File: config.mk
export PLATFORM = sky130hd
export DESIGN_NAME = color_light_steering_fsm_unit
export DESIGN_NICKNAME = d
export VERILOG_FILES = /design/src/rtl/cls_pkg.sv /design/src/rtl/cls_front.sv /design/src/rtl/cls_queue.sv /design/src/rtl/cls_back.sv /design/src/rtl/color_light_steering_fsm_unit.sv
export SDC_FILE = /design/constraint.sdc
export NUM_CORES = 1
export LEC_CHECK = 0
export ABC_CLOCK_PERIOD_IN_PS = 10500
export BUFFER_PORTS_ARGS = -buffer_cell sky130_fd_sc_hd__buf_2
export CELL_PAD_IN_SITES_DETAIL_PLACEMENT = 1
export CELL_PAD_IN_SITES_GLOBAL_PLACEMENT = 1
export CORE_ASPECT_RATIO = 1.25
export CORE_MARGIN = 8
export CORE_UTILIZATION = 30
export CTS_CLUSTER_SIZE = 16
export DETAILED_ROUTE_END_ITERATION = 12
export GPL_TIMING_DRIVEN = 1
export PLACE_DENSITY_LB_ADDON = 0.1
export SETUP_SLACK_MARGIN = 0.02
export SYNTH_ARGS = -nofsm -noshare
export SYNTH_HDL_FRONTEND = slang
export SYNTH_SLANG_ARGS = --single-unit
File: constraint.sdc
create_clock -name clk_i -period 10.5 [get_ports clk_i]
set_input_delay 2.1 -clock clk_i [delete_from_list [all_inputs] [get_ports clk_i]]
set_output_delay 2.1 -clock clk_i [all_outputs]
set_load 0.03 [all_outputs]
File: src/rtl/cls_pkg.sv
// Package for the color light steering block: payload structs, config types,
// state encodings and sizing constants. No dependencies.
`default_nettype none

package cls_pkg;

  // Sample width used from each 16-bit reading (range 8 to 16)
  localparam int SampleBits = 16;
  localparam int SumBits    = SampleBits + 2;  // r + g + b of one sensor
  localparam int ProdBits   = SumBits + 4;     // sensitivity * sum
  localparam int QueueDepth = 2;
  localparam int QueuePtrW  = (QueueDepth > 1) ? $clog2(QueueDepth) : 1;
  localparam int QueueCntW  = $clog2(QueueDepth + 1);

  localparam logic [3:0]  SensitivityReset    = 4'd5;
  localparam logic [15:0] GreenThresholdReset = 16'h3200;
  localparam logic [3:0]  HoldTicksReset      = 4'd6;
  localparam logic [3:0]  DomScale            = 4'd10;

  // Configuration register indexes
  localparam logic [1:0] CfgSensitivity    = 2'd0;
  localparam logic [1:0] CfgGreenThreshold = 2'd1;
  localparam logic [1:0] CfgHoldTicks      = 2'd2;

  // Sensor indexes
  localparam logic [1:0] SensorRight  = 2'd0;
  localparam logic [1:0] SensorCenter = 2'd1;
  localparam logic [1:0] SensorLeft   = 2'd2;

  // Output codes
  localparam logic [1:0] MotionForward = 2'd0;
  localparam logic [1:0] MotionRight   = 2'd1;
  localparam logic [1:0] MotionLeft    = 2'd2;

  localparam logic [2:0] ModeCodeDefault = 3'd0;
  localparam logic [2:0] ModeCodeRg      = 3'd1;
  localparam logic [2:0] ModeCodeLg      = 3'd2;
  localparam logic [2:0] ModeCodeLr      = 3'd3;
  localparam logic [2:0] ModeCodeRr      = 3'd4;

  typedef struct packed {
    logic [15:0] right_red;
    logic [15:0] right_green;
    logic [15:0] right_blue;
    logic [15:0] center_red;
    logic [15:0] center_green;
    logic [15:0] center_blue;
    logic [15:0] left_red;
    logic [15:0] left_green;
    logic [15:0] left_blue;
  } cls_in_t;

  typedef struct packed {
    logic [1:0] motion;
    logic [2:0] steer_mode;
    logic       indicator;
  } cls_out_t;

  typedef struct packed {
    logic [3:0]  sensitivity;
    logic [15:0] green_threshold;
    logic [3:0]  hold_ticks;
  } cls_cfg_t;

  // Classified item passed from front to back
  typedef struct packed {
    logic [1:0]            red_idx;
    logic [1:0]            green_idx;
    logic [SampleBits-1:0] red_peak;
    logic [SampleBits-1:0] green_peak;
    logic                  red_dom;
    logic                  green_dom;
    logic                  green_all;
  } cls_class_t;

  typedef enum logic [2:0] {
    FE_IDLE  = 3'b001,
    FE_PEAK  = 3'b010,
    FE_CLASS = 3'b100
  } cls_front_state_e;

  typedef enum logic [4:0] {
    MODE_DEFAULT = 5'b00001,
    MODE_RG      = 5'b00010,
    MODE_LG      = 5'b00100,
    MODE_LR      = 5'b01000,
    MODE_RR      = 5'b10000
  } cls_mode_e;

  typedef struct packed {
    cls_mode_e             mode;
    logic [SampleBits-1:0] last_peak;
  } cls_track_t;

  function automatic logic [2:0] mode_code(cls_mode_e m);
    logic [2:0] c;
    case (m)
      MODE_RG: c = ModeCodeRg;
      MODE_LG: c = ModeCodeLg;
      MODE_LR: c = ModeCodeLr;
      MODE_RR: c = ModeCodeRr;
      default: c = ModeCodeDefault;
    endcase
    return c;
  endfunction

  function automatic logic [1:0] motion_code(cls_mode_e m);
    logic [1:0] c;
    case (m)
      MODE_RG, MODE_RR: c = MotionRight;
      MODE_LG, MODE_LR: c = MotionLeft;
      default:          c = MotionForward;
    endcase
    return c;
  endfunction

endpackage

`default_nettype wire

File: src/rtl/cls_front.sv
// Front part: accepts a tick, finds the red and green peaks and tests dominance.
// Depends on cls_pkg.
`default_nettype none

module cls_front (
  input  wire logic             clk_i,
  input  wire logic             rst_ni,
  input  wire cls_pkg::cls_cfg_t cfg_i,
  input  wire logic             in_valid_i,
  output logic                  in_ready_o,
  input  wire cls_pkg::cls_in_t in_data_i,
  output logic                  push_o,
  output cls_pkg::cls_class_t   push_data_o,
  input  wire logic             full_i
);

  cls_pkg::cls_front_state_e state_q, state_d;

  logic [cls_pkg::SampleBits-1:0] red_q [3];
  logic [cls_pkg::SampleBits-1:0] green_q [3];
  logic [cls_pkg::SampleBits-1:0] blue_q [3];

  logic [1:0]                     ri_d, gi_d, ri_q, gi_q;
  logic [cls_pkg::SampleBits-1:0] rpk_q, gpk_q;
  logic [cls_pkg::SumBits-1:0]    rsum_d, gsum_d, rsum_q, gsum_q;

  logic [cls_pkg::ProdBits-1:0] r_scaled, g_scaled, r_limit, g_limit;
  logic                         red_dom, green_dom, green_all;

  always_comb begin
    state_d = state_q;
    case (state_q)
      cls_pkg::FE_IDLE:  if (in_valid_i) state_d = cls_pkg::FE_PEAK;
      cls_pkg::FE_PEAK:  state_d = cls_pkg::FE_CLASS;
      cls_pkg::FE_CLASS: if (!full_i) state_d = cls_pkg::FE_IDLE;
      default:           state_d = cls_pkg::FE_IDLE;
    endcase
  end

  always_ff @(posedge clk_i or negedge rst_ni) begin
    if (!rst_ni) begin
      state_q <= cls_pkg::FE_IDLE;
    end else begin
      state_q <= state_d;
    end
  end

  assign in_ready_o = (state_q == cls_pkg::FE_IDLE);

  // Capture the samples, low bits only
  always_ff @(posedge clk_i) begin
    if (in_valid_i && in_ready_o) begin
      red_q[0]   <= in_data_i.right_red[cls_pkg::SampleBits-1:0];
      green_q[0] <= in_data_i.right_green[cls_pkg::SampleBits-1:0];
      blue_q[0]  <= in_data_i.right_blue[cls_pkg::SampleBits-1:0];
      red_q[1]   <= in_data_i.center_red[cls_pkg::SampleBits-1:0];
      green_q[1] <= in_data_i.center_green[cls_pkg::SampleBits-1:0];
      blue_q[1]  <= in_data_i.center_blue[cls_pkg::SampleBits-1:0];
      red_q[2]   <= in_data_i.left_red[cls_pkg::SampleBits-1:0];
      green_q[2] <= in_data_i.left_green[cls_pkg::SampleBits-1:0];
      blue_q[2]  <= in_data_i.left_blue[cls_pkg::SampleBits-1:0];
    end
  end

  // Peak search: strict greater, so the lower index wins a tie
  always_comb begin
    ri_d = cls_pkg::SensorRight;
    gi_d = cls_pkg::SensorRight;
    for (int i = 1; i < 3; i++) begin
      if (red_q[i] > red_q[ri_d])     ri_d = 2'(i);
      if (green_q[i] > green_q[gi_d]) gi_d = 2'(i);
    end
    rsum_d = cls_pkg::SumBits'(red_q[ri_d]) + cls_pkg::SumBits'(green_q[ri_d])
           + cls_pkg::SumBits'(blue_q[ri_d]);
    gsum_d = cls_pkg::SumBits'(red_q[gi_d]) + cls_pkg::SumBits'(green_q[gi_d])
           + cls_pkg::SumBits'(blue_q[gi_d]);
  end

  always_ff @(posedge clk_i) begin
    if (state_q == cls_pkg::FE_PEAK) begin
      ri_q   <= ri_d;
      gi_q   <= gi_d;
      rpk_q  <= red_q[ri_d];
      gpk_q  <= green_q[gi_d];
      rsum_q <= rsum_d;
      gsum_q <= gsum_d;
    end
  end

  // floor(10 * peak / sum) >= sens  <=>  10 * peak >= sens * sum, sum nonzero
  always_comb begin
    r_scaled  = cls_pkg::ProdBits'(rpk_q) * cls_pkg::ProdBits'(cls_pkg::DomScale);
    g_scaled  = cls_pkg::ProdBits'(gpk_q) * cls_pkg::ProdBits'(cls_pkg::DomScale);
    r_limit   = cls_pkg::ProdBits'(rsum_q) * cls_pkg::ProdBits'(cfg_i.sensitivity);
    g_limit   = cls_pkg::ProdBits'(gsum_q) * cls_pkg::ProdBits'(cfg_i.sensitivity);
    red_dom   = (rsum_q != '0) && (r_scaled >= r_limit);
    green_dom = (gsum_q != '0) && (g_scaled >= g_limit);
    green_all = 1'b1;
    for (int i = 0; i < 3; i++) begin
      if (16'(green_q[i]) < cfg_i.green_threshold) green_all = 1'b0;
    end
  end

  assign push_o = (state_q == cls_pkg::FE_CLASS) && !full_i;

  always_comb begin
    push_data_o.red_idx    = ri_q;
    push_data_o.green_idx  = gi_q;
    push_data_o.red_peak   = rpk_q;
    push_data_o.green_peak = gpk_q;
    push_data_o.red_dom    = red_dom;
    push_data_o.green_dom  = green_dom;
    push_data_o.green_all  = green_all;
  end

endmodule

`default_nettype wire

File: src/rtl/cls_queue.sv
// Short queue of classified items between the front and the back.
// Depends on cls_pkg.
`default_nettype none

module cls_queue (
  input  wire logic               clk_i,
  input  wire logic               rst_ni,
  input  wire logic               push_i,
  input  wire cls_pkg::cls_class_t push_data_i,
  output logic                    full_o,
  input  wire logic               pop_i,
  output logic                    valid_o,
  output cls_pkg::cls_class_t     head_o
);

  cls_pkg::cls_class_t mem_q [cls_pkg::QueueDepth];

  logic [cls_pkg::QueuePtrW-1:0] wr_q, rd_q;
  logic [cls_pkg::QueueCntW-1:0] cnt_q;

  function automatic logic [cls_pkg::QueuePtrW-1:0] ptr_inc(
      logic [cls_pkg::QueuePtrW-1:0] p);
    logic [cls_pkg::QueuePtrW-1:0] n;
    if (p == cls_pkg::QueuePtrW'(cls_pkg::QueueDepth - 1)) n = '0;
    else n = p + 1'b1;
    return n;
  endfunction

  assign full_o  = (cnt_q == cls_pkg::QueueCntW'(cls_pkg::QueueDepth));
  assign valid_o = (cnt_q != '0);
  assign head_o  = mem_q[rd_q];

  always_ff @(posedge clk_i) begin
    if (push_i) mem_q[wr_q] <= push_data_i;
  end

  always_ff @(posedge clk_i or negedge rst_ni) begin
    if (!rst_ni) begin
      wr_q  <= '0;
      rd_q  <= '0;
      cnt_q <= '0;
    end else begin
      if (push_i) wr_q <= ptr_inc(wr_q);
      if (pop_i)  rd_q <= ptr_inc(rd_q);
      case ({push_i, pop_i})
        2'b10:   cnt_q <= cnt_q + 1'b1;
        2'b01:   cnt_q <= cnt_q - 1'b1;
        default: cnt_q <= cnt_q;
      endcase
    end
  end

endmodule

`default_nettype wire

File: src/rtl/cls_back.sv
// Back part: indicator latch with hold-down, steering mode FSM, output register.
// Depends on cls_pkg.
`default_nettype none

module cls_back (
  input  wire logic               clk_i,
  input  wire logic               rst_ni,
  input  wire cls_pkg::cls_cfg_t   cfg_i,
  input  wire logic               q_valid_i,
  input  wire cls_pkg::cls_class_t q_head_i,
  output logic                    pop_o,
  output logic                    out_valid_o,
  input  wire logic               out_ready_i,
  output cls_pkg::cls_out_t       out_data_o
);

  cls_pkg::cls_mode_e             mode_q, mode_d;
  logic [cls_pkg::SampleBits-1:0] peak_q, peak_d;
  logic [3:0]                     hold_q, hold_d, hold_dec;
  logic                           ind_q, ind_d;
  logic                           out_valid_q;
  cls_pkg::cls_out_t              out_q;
  cls_pkg::cls_track_t            trk;

  logic                           red_wins, green_wins;
  cls_pkg::cls_class_t            c;

  // Side of a peak sensor to its mode; a center peak maps to default
  function automatic cls_pkg::cls_mode_e side_mode(logic [1:0] idx,
      cls_pkg::cls_mode_e right_m, cls_pkg::cls_mode_e left_m);
    cls_pkg::cls_mode_e m;
    if (idx == cls_pkg::SensorLeft)       m = left_m;
    else if (idx == cls_pkg::SensorRight) m = right_m;
    else                                  m = cls_pkg::MODE_DEFAULT;
    return m;
  endfunction

  // Own color still leads: flip sides, track a center peak, or hold
  function automatic cls_pkg::cls_track_t own_color(
      logic [1:0] idx, logic [cls_pkg::SampleBits-1:0] pk, logic dom,
      logic [1:0] opp_idx, cls_pkg::cls_mode_e opp_mode,
      cls_pkg::cls_mode_e cur_mode, logic [cls_pkg::SampleBits-1:0] last);
    cls_pkg::cls_track_t t;
    t.mode      = cur_mode;
    t.last_peak = last;
    if (idx == opp_idx && dom) begin
      t.mode      = opp_mode;
      t.last_peak = '0;
    end else if (idx == cls_pkg::SensorCenter) begin
      if (pk <= last) begin
        t.mode      = cls_pkg::MODE_DEFAULT;
        t.last_peak = '0;
      end else begin
        t.last_peak = pk;
      end
    end
    return t;
  endfunction

  assign pop_o = q_valid_i && (!out_valid_q || out_ready_i);
  assign c     = q_head_i;

  assign green_wins = (c.green_peak >= c.red_peak);
  assign red_wins   = (c.red_peak >= c.green_peak);

  // Indicator: count down, then toggle and reload when all greens are high
  always_comb begin
    hold_dec = (hold_q != '0) ? hold_q - 4'd1 : hold_q;
    hold_d   = hold_dec;
    ind_d    = ind_q;
    if (hold_dec == '0 && c.green_all) begin
      ind_d  = ~ind_q;
      hold_d = cfg_i.hold_ticks;
    end
  end

  always_comb begin
    mode_d = mode_q;
    peak_d = peak_q;
    trk    = '{mode: mode_q, last_peak: peak_q};
    case (mode_q)
      cls_pkg::MODE_RG, cls_pkg::MODE_LG: begin
        if (green_wins) begin
          if (mode_q == cls_pkg::MODE_RG) begin
            trk = own_color(c.green_idx, c.green_peak, c.green_dom, cls_pkg::SensorLeft,
                            cls_pkg::MODE_LG, mode_q, peak_q);
          end else begin
            trk = own_color(c.green_idx, c.green_peak, c.green_dom, cls_pkg::SensorRight,
                            cls_pkg::MODE_RG, mode_q, peak_q);
          end
          mode_d = trk.mode;
          peak_d = trk.last_peak;
        end else if (c.red_dom) begin
          mode_d = side_mode(c.red_idx, cls_pkg::MODE_RR, cls_pkg::MODE_LR);
          peak_d = '0;
        end else begin
          mode_d = cls_pkg::MODE_DEFAULT;
          peak_d = '0;
        end
      end
      cls_pkg::MODE_RR, cls_pkg::MODE_LR: begin
        if (red_wins) begin
          if (mode_q == cls_pkg::MODE_RR) begin
            trk = own_color(c.red_idx, c.red_peak, c.red_dom, cls_pkg::SensorLeft,
                            cls_pkg::MODE_LR, mode_q, peak_q);
          end else begin
            trk = own_color(c.red_idx, c.red_peak, c.red_dom, cls_pkg::SensorRight,
                            cls_pkg::MODE_RR, mode_q, peak_q);
          end
          mode_d = trk.mode;
          peak_d = trk.last_peak;
        end else if (c.green_dom) begin
          mode_d = side_mode(c.green_idx, cls_pkg::MODE_RG, cls_pkg::MODE_LG);
          peak_d = '0;
        end else begin
          mode_d = cls_pkg::MODE_DEFAULT;
          peak_d = '0;
        end
      end
      default: begin
        if (green_wins && c.green_dom) begin
          mode_d = side_mode(c.green_idx, cls_pkg::MODE_RG, cls_pkg::MODE_LG);
        end else if (!green_wins && c.red_dom) begin
          mode_d = side_mode(c.red_idx, cls_pkg::MODE_RR, cls_pkg::MODE_LR);
        end else begin
          mode_d = cls_pkg::MODE_DEFAULT;
        end
      end
    endcase
  end

  always_ff @(posedge clk_i or negedge rst_ni) begin
    if (!rst_ni) begin
      mode_q      <= cls_pkg::MODE_DEFAULT;
      peak_q      <= '0;
      hold_q      <= '0;
      ind_q       <= 1'b0;
      out_valid_q <= 1'b0;
    end else begin
      if (pop_o) begin
        mode_q      <= mode_d;
        peak_q      <= peak_d;
        hold_q      <= hold_d;
        ind_q       <= ind_d;
        out_valid_q <= 1'b1;
      end else if (out_ready_i) begin
        out_valid_q <= 1'b0;
      end
    end
  end

  always_ff @(posedge clk_i) begin
    if (pop_o) begin
      out_q.motion     <= cls_pkg::motion_code(mode_d);
      out_q.steer_mode <= cls_pkg::mode_code(mode_d);
      out_q.indicator  <= ind_d;
    end
  end

  assign out_valid_o = out_valid_q;
  assign out_data_o  = out_q;

endmodule

`default_nettype wire

File: src/rtl/color_light_steering_fsm_unit.sv
// Top level of the color light steering block: configuration registers and
// the front, queue and back parts. Depends on cls_pkg, cls_front, cls_queue, cls_back.
//
// Usage:
//   in channel  : in_valid_i / in_ready_o carry one tick of nine RGB readings
//                 (right, center, left sensors) as a cls_in_t item.
//   out channel : out_valid_o / out_ready_i carry one result item per tick:
//                 motion command, new steering mode and indicator level.
//   cfg channel : cfg_valid_i / cfg_ready_o write sensitivity (index 0),
//                 green threshold (1) or hold ticks (2); other indexes are
//                 dropped. Write only while no item is in flight.
// Timing: the front takes a new item only after it has pushed the last one (capture,
//   peak search, dominance test); in_ready_o is low from the accept until that push.
//   When the output is free, an item passes the capture, peak, queue and output registers.
// Stall: a result waits in the output register while out_ready_i is low;
//   up to two classified items queue behind it, then the front holds its
//   item and in_ready_o stays low.
// Reset: mode default, last peak 0, hold count 0, indicator 0, config
//   registers back to 5 / 0x3200 / 6, queue and output register empty.
`default_nettype none

module color_light_steering_fsm_unit (
  input  wire logic              clk_i,
  input  wire logic              rst_ni,
  input  wire logic              in_valid_i,
  output logic                   in_ready_o,
  input  wire cls_pkg::cls_in_t  in_data_i,
  output logic                   out_valid_o,
  input  wire logic              out_ready_i,
  output cls_pkg::cls_out_t      out_data_o,
  input  wire logic              cfg_valid_i,
  output logic                   cfg_ready_o,
  input  wire logic [1:0]        cfg_index_i,
  input  wire logic [15:0]       cfg_data_i
);

  cls_pkg::cls_cfg_t   cfg_q;
  logic                push, full, pop, q_valid;
  cls_pkg::cls_class_t push_data, q_head;

  // Config writes are always taken; truncate data to register width
  assign cfg_ready_o = 1'b1;

  always_ff @(posedge clk_i or negedge rst_ni) begin
    if (!rst_ni) begin
      cfg_q.sensitivity     <= cls_pkg::SensitivityReset;
      cfg_q.green_threshold <= cls_pkg::GreenThresholdReset;
      cfg_q.hold_ticks      <= cls_pkg::HoldTicksReset;
    end else if (cfg_valid_i && cfg_ready_o) begin
      case (cfg_index_i)
        cls_pkg::CfgSensitivity:    cfg_q.sensitivity     <= cfg_data_i[3:0];
        cls_pkg::CfgGreenThreshold: cfg_q.green_threshold <= cfg_data_i;
        cls_pkg::CfgHoldTicks:      cfg_q.hold_ticks      <= cfg_data_i[3:0];
        default: ;  // drop writes to unknown indexes
      endcase
    end
  end

  // Front: capture, peak search, dominance test
  cls_front u_front (
    .clk_i       (clk_i),
    .rst_ni      (rst_ni),
    .cfg_i       (cfg_q),
    .in_valid_i  (in_valid_i),
    .in_ready_o  (in_ready_o),
    .in_data_i   (in_data_i),
    .push_o      (push),
    .push_data_o (push_data),
    .full_i      (full)
  );

  // Decouple front and back so each can stall on its own
  cls_queue u_queue (
    .clk_i       (clk_i),
    .rst_ni      (rst_ni),
    .push_i      (push),
    .push_data_i (push_data),
    .full_o      (full),
    .pop_i       (pop),
    .valid_o     (q_valid),
    .head_o      (q_head)
  );

  // Back: indicator latch, steering FSM, output register
  cls_back u_back (
    .clk_i       (clk_i),
    .rst_ni      (rst_ni),
    .cfg_i       (cfg_q),
    .q_valid_i   (q_valid),
    .q_head_i    (q_head),
    .pop_o       (pop),
    .out_valid_o (out_valid_o),
    .out_ready_i (out_ready_i),
    .out_data_o  (out_data_o)
  );

endmodule

`default_nettype wire

[After elaboration in Yosys (flattened, before gate mapping)]
Memory sizes are Yosys's and may differ from the RTL's.
Index checks and enable logic that the tools add are counted.
Operators by class
  add/subtract/negate cells: 9
  $mul: 4
  $lt $le $gt $ge: 13
  equality and inequality tests: 22
  multiplexer cells: 50
  bitwise gates (word level): 1
  reduce and logical (&&, ||, !) cells: 36
Operator list (number)
  two-way mux 21 bit: 8
  greater-than comparator 16 bit: 4
  two-way mux 16 bit: 4
  two-way mux 5 bit: 11
  less-than comparator 16 bit: 3
  >= comparator 20 x 22 -> 1 bit: 2
  multiplier 18 x 4 -> 22 bit: 2
  multiplier 16 x 3 -> 19 bit, second input constant: 2
  adder 18 x 16 -> 18 bit: 2
  nonzero test 18 bit: 2
  adder 16 x 16 -> 17 bit: 2
  >= comparator 16 bit: 2
  less-or-equal comparator 16 bit: 2
  one-hot mux 16 bit (2 select lines): 1
  two-way mux 1 bit: 14
  logical AND 1 bit: 12
  one-hot mux 3 bit (4 select lines): 1
  == test 2 bit, second input constant: 5
  == test 5 x 2 -> 1 bit, second input constant: 2
  == test 5 x 3 -> 1 bit, second input constant: 2
  == test 5 x 4 -> 1 bit, second input constant: 2
  == test 5 bit, second input constant: 2
  one-hot mux 5 bit (2 select lines): 1
  AND reduction 2 bit: 5
  22 further kinds: 42
Storage, ports and cells
  register bits after elaboration: 136
  bits in writable memories: 222
  bits of input ports: 167
  word-level logic and storage cells: 160
  memories kept: 4
Memories
  u_queue.mem_q: depth 2, bits a word 39, rd ports 1, clocked after memory_dff 0, wr ports 1, RTL line cls_queue.sv:16  | cls_pkg::cls_class_t mem_q [cls_pkg::QueueDepth];
  u_front.blue_q: depth 3, bits a word 16, rd ports 2, clocked after memory_dff 0, wr ports 3, RTL line cls_front.sv:21  | logic [cls_pkg::SampleBits-1:0] blue_q [3];
  u_front.green_q: depth 3, bits a word 16, rd ports 6, clocked after memory_dff 0, wr ports 3, RTL line cls_front.sv:20  | logic [cls_pkg::SampleBits-1:0] green_q [3];
  u_front.red_q: depth 3, bits a word 16, rd ports 6, clocked after memory_dff 0, wr ports 3, RTL line cls_front.sv:19  | logic [cls_pkg::SampleBits-1:0] red_q [3];

[Logic depth before layout (Yosys ltp)]
Gate-level depths: netlist of run 1.
An unclocked memory read counts as a cell.
  depth in word-level cells: 11
  mapped depth: 38
  gate-level depth less buffers: 36

[Hierarchy]
A second synthesis of run 1 with hierarchy kept.
Second synthesis, totals
  cell total of the unflattened synthesis: 2523
  area, all modules: 27347.5 um^2
By module, submodules not included
  cls_front: instances 1, cells each 1964, area each 20224.4 um^2, sequential area each 6562.5 um^2
  cls_back: instances 1, cells each 368, area each 3129.3 um^2, sequential area each 827.0 um^2
  cls_queue: instances 1, cells each 137, area each 3014.1 um^2, sequential area each 2442.3 um^2
  color_light_steering_fsm_unit: instances 1, cells each 54, area each 979.7 um^2, sequential area each 609.3 um^2

[Worst setup path before layout of run 1]
Ideal clock, no wire load.
  kind: reg-to-reg
  start point: mem u_front.green_q[1][13] in the netlist's numbering
  end point: reg u_front.gsum_q[15] in the netlist's numbering (data pin)
  setup time: 262 ps
  data arrival time: 7788 ps
  slack: 2450 ps
  stages on the path, launching flop included: 37
  path buffers: 4
  cells stage by stage: edfxtp_1 ha_1 nand4_2 or4_4 a21o_1 a31oi_1 clkbuf_1 buf_1 a21oi_1 ha_1 nand3_1 nor4_1 o21ai_0 o211ai_1 nand2_1 inv_1 clkbuf_1 clkbuf_1 nand2_1 o21ai_0 ha_1 a21o_1 a21oi_1 o21bai_1 a21oi_1 o21ai_0 o21ai_0 a21oi_1 o41a_1 a21o_1 a21oi_1 xnor2_1 ha_1 and4_1 a2111oi_0 o21bai_1 xor2_1
RTL lines
  from (decl): RTL line cls_front.sv:20
  to (signal assigned): RTL line cls_front.sv:86  | gsum_q <= gsum_d;
  to (decl): RTL line cls_front.sv:25  | logic [cls_pkg::SumBits-1:0] rsum_d, gsum_d, rsum_q, gsum_q;

==> results of run 1 <==
## flip-flops by register name (all words and copies together), names as in the netlist, 6 cells and up
name / flops
cfg_q: 24
u_front.red_q: 48
u_front.rpk_q: 16
u_front.blue_q: 48
u_front.gsum_q: 18
u_back.out_data_o: 6
u_front.green_q: 48
u_queue.mem_q: 78
u_front.gpk_q: 16
u_front.rsum_q: 18
u_back.peak_q: 16
## final timing paths
kind | slack, ps | endpoint
worst max-delay path | 820 | u_front.gsum_q[15]
worst min-delay path | 470 | u_queue.rd_q
worst max register to register | 820 | u_front.gsum_q[15]
worst min register to register | 470 | u_queue.rd_q
max in group asynchronous | 8140 | cfg_q[23]
min in group asynchronous | 1720 | u_back.mode_q[2]
## per-layer routing
metal	up-vias	routed length (µm)	global-route usage
met3	103	1890	0.0177
met1	10200	35800	0.194
met5	-	0	0
met4	0	2720	0.0531
met2	241	48300	0.336
li1	9990	-	-
## cells by family (layout without fill, tap and decap cells)
family | after synthesis | after routing | share of synthesized area
xor gates and xnor gates | 123 | 123 | 0.0396
buffers and inverters | 287 | 486 | 0.0402
muxes | 100 | 100 | 0.0396
adders and majority gates | 439 | 439 | 0.221
and+or+nand+nor | 717 | 717 | 0.126
other | 1 | 1 | 0.000138
DFF | 358 | 358 | 0.385
AOI/OAI and AO/OA | 640 | 640 | 0.147
## cell type report
cell class,count,share of cell area
clock buffers,52,0.0369
clock inverters,22,0.00919
inverters,220,0.0267
multi-input cells,2020,0.508
flip-flops and latches,358,0.339
well taps,1187,0.0481
repair buffers,192,0.0326
## cell usage in the layout, fill, tap and decap left out, types with 6 or more instances in the layout
| cell | n |
|---|---|
| nor4_1 | 14 |
| buf_4 | 18 |
| mux2_2 | 60 |
| or3_1 | 10 |
| a21o_1 | 71 |
| inv_1 | 217 |
| mux2i_1 | 40 |
| a21oi_1 | 225 |
| a221o_1 | 19 |
| nor3_1 | 34 |
| o21bai_1 | 8 |
| nor2b_1 | 48 |
| o21a_1 | 33 |
| a21boi_0 | 9 |
| nand3_1 | 32 |
| nor2_1 | 185 |
| nand2b_1 | 21 |
| o31ai_1 | 8 |
| and3_1 | 10 |
| and2_1 | 53 |
| nand4_1 | 21 |
| a31oi_1 | 14 |
| dfstp_2 | 9 |
| xor2_1 | 38 |
| edfxtp_1 | 300 |
| o21ai_0 | 153 |
| o211ai_1 | 9 |
| clkbuf_1 | 6 |
| nand2_1 | 241 |
| xnor2_1 | 85 |
| fa_1 | 70 |
| a211oi_1 | 10 |
| buf_2 | 174 |
| ha_1 | 369 |
| dfrtp_1 | 47 |
| clkbuf_16 | 43 |
| and4_1 | 12 |
## metrics by stage
stage / hold slack, ps / util / cells / worst slack (ps)
after floorplan: 421 / - / 2665 / 2450
after global placement: 459 / 0.328 / 3977 / 812
after detailed placement: 463 / 0.328 / 3977 / 809
after CTS: 475 / 0.344 / 4051 / 755
after global routing: 502 / 0.344 / 4051 / 135
final: 468 / 0.344 / 4051 / 822
==> flow_summary.toml, run 1 <==
[timing]
setup_viol = 0
finalHoldViolCount = 0
maxSlewHeadroom = 0.131
drv_slew = 0
worst_slew_pin_slew_ps = 1300
fin_setup_tns_ps = 0
fin_crit_sh = 0.922
min_period_ps = 9680
rsz0062_at_grt = "no"
finalClockSkew_ps = 28.7
fmax_mhz = 103

[synthesis]
netlist.area_leader.share = 0.332
ys_ff_latch = 358
syn_nets = 3271
synthTopCellsByCount = "ha_1, edfxtp_1, nand2_1"
synth_enable_flop_cells = 300
ys_warn_count = 0
syn_area_mm2 = 0.0272
synth_top_cell_by_area = "edfxtp_1"
synth_area_leaders = "edfxtp_1, ha_1, fa_1"
synth_cells = 2665
synth-async-reset-ratio = 0.162
syn_area_per_cell_um2 = 10.2
synthDistinctLibCells = 87
yosysMostFrequentCell = "ha_1"
ys_seq_area_frac = 0.385
ys.flop_type = "edfxtp_1"

[critical_path]
crit_required_ps = 10820
cp_max_fo = 31
end_kind = "flop"
startpoint = "u_front.green_q[0][4]"
reg2reg_from = "u_front.green_q[0][4]"
cp_slowest_cell = "a21oi_1"
r2r_cells = 34
path_delay_family = "compound AO/OA/AOI/OAI gates"
worst_setup_path_start_kind = "flop"
cp_num_cells = 34
path_class = "reg2reg"
critPathBufInv = 2
crit_top_cell = "ha_1"
slowest_delay_ps = 670
critical_path_arrival_ps = 9990

[clock_network]
cts_repair_resize_count = 0
hold_buffers = 0
htree_levels = 2
cts_buffers = 43
clockBufferDepth = 3
cts_sinks = 358
clk_latency_ps = 590
root_buffer = "clkbuf_16"
path_clk_slew_ps = 60
cts_setup_buffers = 0
cts_tree = "built"

[floorplan]
dieArea_mm2 = 0.101
coreArea_mm2 = 0.0899
die_w_um = 285
die_h_um = 352
rows = 123
start_util = 0.302
io_pins = 176

[place]
port_buffers = 174
place_area_mm2 = 0.0295
gp_congestion = 0.867
hpwl_um = 73400

[drt]
post_drt_wl_per_cell_um = 21.9
drtPass1Iterations = 5
vias = 20500
wl_um = 88700
ant_nets = 0
drtIter0Drc = 794
via_per_inst = 5.07
drcViolationCount = 0

[status]
status = "finished, final reports clean"

[flow_run]
cap_violations = 0

[worst_hold_path]
hp-class = "reg2reg"
whs_path_depth = 1
hold_start = "u_queue.rd_q"

[cells_and_area]
regArea_mm2 = 0.0105
area_growth_pct = 13.7
drive_gt1_frac = 0.126
fillers = 10100
antennaDiodeCount = 0
multi_input_area_mm2 = 0.0157
fin_area_mm2 = 0.0309
final_nets = 3441

[global_routing]
grt_pass1_vias = 22400
grt_max_degree = 78
grt_pass1_wl_um = 135000
grt-ovfl-total = 0
track_usage = 0.173
antenna_found_initial = 2
Power of run 1 is not shown: default switching activity piles up to over one toggle a cycle in this logic, so the estimate is an artifact.
==> run 2, diff against run 1 <==
--- a/config.mk
+++ b/config.mk
@@ -5,6 +5,7 @@
 export SDC_FILE = /design/constraint.sdc
 export NUM_CORES = 1
 export LEC_CHECK = 0
+export ABC_AREA = 1
 export ABC_CLOCK_PERIOD_IN_PS = 10500
 export BUFFER_PORTS_ARGS = -buffer_cell sky130_fd_sc_hd__buf_2
 export CELL_PAD_IN_SITES_DETAIL_PLACEMENT = 1
==> run 2 against run 1 <==
Effect of this change: synthesized cell count increased by 22%; critical path depth increased by 3; global-route usage increased by 0.73 points.
==> flow_summary.toml, run 2 <==
[critical_path]
path_class = "reg2reg"
cp_slowest_cell = "nand2_2"
slowest_delay_ps = 570
r2r_end = "u_front.rsum_q[16]"
worst_setup_path_start_kind = "flop"
startpoint = "u_front.red_q[1][15]"
worstSetupEndpoint = "u_front.rsum_q[16]"
r2r_setup_slack_ps = 2280
crit_required_ps = 10840
crit_top_cell = "nand2_1"
critical_path_arrival_ps = 8570
r2r_cells = 37
end_kind = "flop"
cp_max_fo = 38
reg2reg_from = "u_front.red_q[1][15]"

[clock_network]
clk_latency_ps = 600
cts_sinks = 358
cts_setup_buffers = 0
cts_tree = "built"
cts_repair_resize_count = 0
root_buffer = "clkbuf_16"
htree_levels = 2
hold_buffers = 0
path_clk_slew_ps = 60
cts_buffers = 43
clockBufferDepth = 3

[synthesis]
synth_enable_flop_cells = 300
synth_area_leaders = "edfxtp_1, ha_1, nand2_1"
syn_area_mm2 = 0.0282
yosysMostFrequentCell = "nand2_1"
synth-async-reset-ratio = 0.162
netlist.area_leader.share = 0.319
synth_top_cell_by_area = "edfxtp_1"
synthDistinctLibCells = 63
ys_seq_area_frac = 0.371
synthTopCellsByCount = "nand2_1, inv_1, ha_1"
syn_nets = 3845
synth_cells = 3239
syn_area_per_cell_um2 = 8.72
ys_ff_latch = 358
ys_warn_count = 0
ys.flop_type = "edfxtp_1"

[drt]
wl_um = 96100
drcViolationCount = 0
drtPass1Iterations = 5
post_drt_wl_per_cell_um = 20.7
ant_nets = 0
vias = 23200
drtIter0Drc = 805
via_per_inst = 5.00

[floorplan]
die_w_um = 290
start_util = 0.301
dieArea_mm2 = 0.104
die_h_um = 359
coreArea_mm2 = 0.0938
rows = 126
io_pins = 176

[cells_and_area]
largest_reg_flops = 78
fillers = 10900
final_cell_mix = "nand2_1, inv_1, ha_1"
drive_gt1_frac = 0.106
antennaDiodeCount = 0
final_nets = 4006
regArea_mm2 = 0.0105
mostFrequentLayoutCell = "nand2_1"
multi_input_area_mm2 = 0.0158
regMostFlops = "u_queue.mem_q"
area_growth_pct = 13.5

[timing]
maxSlewHeadroom = 0.225
min_period_ps = 8220
finalHoldViolCount = 0
setup_viol = 0
fin_setup_tns_ps = 0
worst_slew_pin_slew_ps = 1160
fmax_mhz = 122
rsz0062_at_grt = "no"
finalClockSkew_ps = 26.0
fin_crit_sh = 0.783
drv_slew = 0

[global_routing]
grt-ovfl-total = 0
track_usage = 0.180
grt_pass1_vias = 25900
grt_max_degree = 145
grt_pass1_wl_um = 149000
antenna_found_initial = 5

[place]
port_buffers = 174
hpwl_um = 79200
gp_congestion = 0.866

[status]
status = "finished, final reports clean"

[flow_run]
cap_violations = 0

[worst_hold_path]
hold_start = "u_front.gi_q[0]"
hp-class = "reg2reg"
[run 2: changes by cell type after synthesis, moves of 32 or more]
cell / previous run / this run
nand2_1: 241 / 700
inv_1: 219 / 419
nand3_1: 32 / 108
mux2_2: 60 / 0
a21o_1: 71 / 12
and2_1: 54 / 5
nor2b_1: 48 / 0
o21ai_0: 153 / 196
xnor2_1: 85 / 42
mux2i_1: 40 / 2
a21oi_1: 225 / 261
o2111ai_1: 3 / 36
xor2_1: 38 / 70
[run 2: area by class of cell]
class | instances | share of cell area
clock inverter | 31 | 0.0142
clock buffer | 47 | 0.0340
tap | 1216 | 0.0475
multi-input combinational | 2367 | 0.494
sequential | 358 | 0.327
inverter | 432 | 0.0507
timing repair buffer | 198 | 0.0332
[run 2: how the worst min path moves through the flow]
stage,slack [ps],cells past startpoint,end
2_1_floorplan,420,0,u_queue.mem_q[0][35]
3_3_place_gp,440,0,u_queue.mem_q[0][35]
3_5_place_dp,440,0,u_queue.mem_q[1][36]
4_1_cts,460,0,u_queue.mem_q[1][36]
5_1_grt,480,0,u_queue.mem_q[0][35]
6_report,460,0,u_queue.mem_q[0][35]
[run 2: critical path, delay by kind of cell (launching register included)]
kind	cells	cell delay, ps
AO/OA/AOI/OAI	10	2380
adder cells (fa/ha/maj)	4	1450
buffers and inverters	5	1230
flip-flops	1	430
AND/OR/NAND/NOR	18	2450
[run 2: kinds of logic (layout without fill, tap and decap cells)]
logic type / Yosys count / count (layout) / synth area share
buffers and inverters: 514 / 708 / 0.0705
other: 1 / 1 / 0.000133
AND/OR/NAND/NOR: 1143 / 1143 / 0.173
flip-flops: 358 / 358 / 0.371
XOR/XNOR: 112 / 112 / 0.0347
multiplexers: 3 / 3 / 0.00120
AO/OA/AOI/OAI: 669 / 669 / 0.136
adder cells (fa/ha/maj): 439 / 439 / 0.213
[run 2: metal layers]
metal	up-vias	global-route usage	wire, µm
li1	11400	-	-
met1	11400	0.205	40000
met2	300	0.343	50100
met3	132	0.0199	2510
met4	0	0.0622	3460
met5	-	0	0
[run 2: metrics by stage]
| stage | setup WS [ps] | std cells | utilization | cell area, µm² | hold WS (ps) |
|---|---|---|---|---|---|
| final | 2280 | 4649 | 0.342 | 32000 | 459 |
| after floorplan | 3310 | 3239 | - | 28200 | 421 |
| after global placement | 2300 | 4571 | 0.325 | 30500 | 435 |
| after detailed placement | 2140 | 4571 | 0.325 | 30500 | 440 |
| after global routing | 1460 | 4649 | 0.342 | 32000 | 479 |
| after CTS | 2140 | 4649 | 0.342 | 32000 | 456 |
Power of run 2 is left out for the same reason.
==> run 3, diff against run 2 <==
--- a/config.mk
+++ b/config.mk
@@ -5,8 +5,8 @@
 export SDC_FILE = /design/constraint.sdc
 export NUM_CORES = 1
 export LEC_CHECK = 0
-export ABC_AREA = 1
-export ABC_CLOCK_PERIOD_IN_PS = 10500
+export ABC_AREA = 0
+export ABC_CLOCK_PERIOD_IN_PS = 7400
 export BUFFER_PORTS_ARGS = -buffer_cell sky130_fd_sc_hd__buf_2
 export CELL_PAD_IN_SITES_DETAIL_PLACEMENT = 1
 export CELL_PAD_IN_SITES_GLOBAL_PLACEMENT = 1
==> constraint.sdc (replaced) <==
create_clock -name clk_i -period 7.4 [get_ports clk_i]
set_input_delay 1.48 -clock clk_i [delete_from_list [all_inputs] [get_ports clk_i]]
set_output_delay 1.48 -clock clk_i [all_outputs]
set_load 0.03 [all_outputs]
==> run 3 against run 2 <==
Effect of this change: fmax up 13%; non-clock buffer count up 281; final area up 7.2%; clock-buffer cell count up 5; utilization up 4.0 points; clock skew up 10 ps; via count down 6.6%; critical path depth up 2; hold slack about the same.
==> flow_summary.toml, run 3 (synthesis gave the netlist of run 1 again) <==
[clock_network]
htree_levels = 2
cts_sinks = 358
cts_tree = "built"
clockBufferDepth = 3
hold_buffers = 0
clk_latency_ps = 590
cts_buffers = 43
root_buffer = "clkbuf_16"
path_clk_slew_ps = 60

[drt]
ant_nets = 0
vias = 21700
drcViolationCount = 0
drtIter0Drc = 693
drtPass1Iterations = 4
via_per_inst = 5.00
wl_um = 91100
post_drt_wl_per_cell_um = 21.0

[status]
status = "finished, final reports clean"

[critical_path]
path_class = "reg2reg"
worst_setup_path_start_kind = "flop"
cp_slowest_cell = "or4b_4"
cp_max_fo = 9
crit_required_ps = 7700
critical_path_arrival_ps = 7610
end_kind = "flop"
slowest_delay_ps = 530

[timing]
fin_crit_sh = 0.987
fmax_mhz = 137
finalClockSkew_ps = 36.3
min_period_ps = 7300
finalHoldViolCount = 0
maxSlewHeadroom = 0.266
drv_slew = 0
rsz0062_at_grt = "yes"
worst_slew_pin_slew_ps = 1100
fin_setup_tns_ps = 0
setup_viol = 0

[flow_run]
cap_violations = 0

[floorplan]
die_w_um = 285
die_h_um = 352
rows = 123
io_pins = 176
start_util = 0.302
coreArea_mm2 = 0.0899
dieArea_mm2 = 0.101

[cells_and_area]
regArea_mm2 = 0.0105
antennaDiodeCount = 0
regMostFlops = "u_queue.mem_q"
drive_gt1_frac = 0.262
fillers = 10100
area_growth_pct = 26.4
multi_input_area_mm2 = 0.0168
mostFrequentLayoutCell = "ha_1"
final_cell_mix = "ha_1, edfxtp_1, buf_4"
final_nets = 3729
largest_reg_flops = 78

[global_routing]
grt_pass1_wl_um = 140000
antenna_found_initial = 1
grt_max_degree = 125
grt_pass1_vias = 24300
grt-ovfl-total = 0
track_usage = 0.176

[worst_hold_path]
hp-class = "reg2reg"

[place]
hpwl_um = 75400
port_buffers = 174
gp_congestion = 0.883
-- run 3: cell types whose count changed in the layout (fill, tap and decap cells not counted), sizes merged, moves of 33 or more --
cell / before / now
nand2: 720 / 241
buf: 198 / 478
inv: 435 / 223
nand3: 117 / 32
o21ai: 223 / 158
mux2: 0 / 60
a21o: 12 / 71
and2: 5 / 54
nor2b: 0 / 48
xnor2: 42 / 85
mux2i: 3 / 40
a21oi: 262 / 226
o2111ai: 36 / 3
-- run 3: final cells by class --
class | instances | area share
multi-input combinational | 2020 | 0.490
sequential | 358 | 0.305
timing repair buffer | 479 | 0.0971
tap | 1187 | 0.0433
clock buffer | 52 | 0.0326
inverter | 220 | 0.0246
clock inverter | 26 | 0.00696
timing repair inverter | 1 | 0.000182
-- run 3: path summary, 6_finish.rpt --
path | start | cells after the start | slack [ps] | end
hold / removal | u_front.gi_q[0] | 0 | 460 | u_queue.mem_q[1][35]
setup reg to reg | u_front.red_q[1][15] | 39 | 100 | u_front.rsum_q[17]
hold reg to reg | u_front.gi_q[0] | 0 | 460 | u_queue.mem_q[1][35]
min in group asynchronous | rst_ni | 2 | 1110 | u_back.mode_q[4]
setup / recovery | u_front.red_q[1][15] | 39 | 100 | u_front.rsum_q[17]
max in group asynchronous | rst_ni | 2 | 5680 | u_queue.rd_q
-- run 3: repair_timing --
action | CTS | global route
gates cloned | 4 | 1
gates resized for setup | 125 | 145
setup buffers | 30 | 24
setup endpoints to repair | 14 | 16
endpoints found under the hold margin | 0 | 0
pin swaps | 54 | 117
-- run 3: critical path, delay by kind of cell (launching register included) --
kind,cells,cell delay (ps)
compound gates,17,2530
fa+ha+maj,5,1250
buf+inv,7,950
flops,1,450
simple gates,10,1800
-- run 3: through the flow --
step           setup WS (ps)  hold slack [ps]  instance area (µm²)  utilization  std cells
4_1_cts                 1.90              456                33500        0.373       4321
3_5_place_dp            -773              444                31300        0.348       4209
2_1_floorplan           7.58              421                27200            -       2665
5_1_grt                 -285              468                34300        0.382       4343
3_3_place_gp            -609              438                31300        0.348       4209
6_report                99.6              459                34300        0.382       4343
-- run 3: routing by layer --
layer | track usage | part of all wire | vias up | wire, µm
met5 | 0 | 0 | - | 0
met4 | 0.0699 | 0.044 | 0 | 4000
met3 | 0.0187 | 0.021 | 152 | 1960
met2 | 0.341 | 0.54 | 267 | 49200
met1 | 0.193 | 0.39 | 10700 | 35900
li1 | - | - | 10500 | -
Power of run 3 is left out for the same reason.
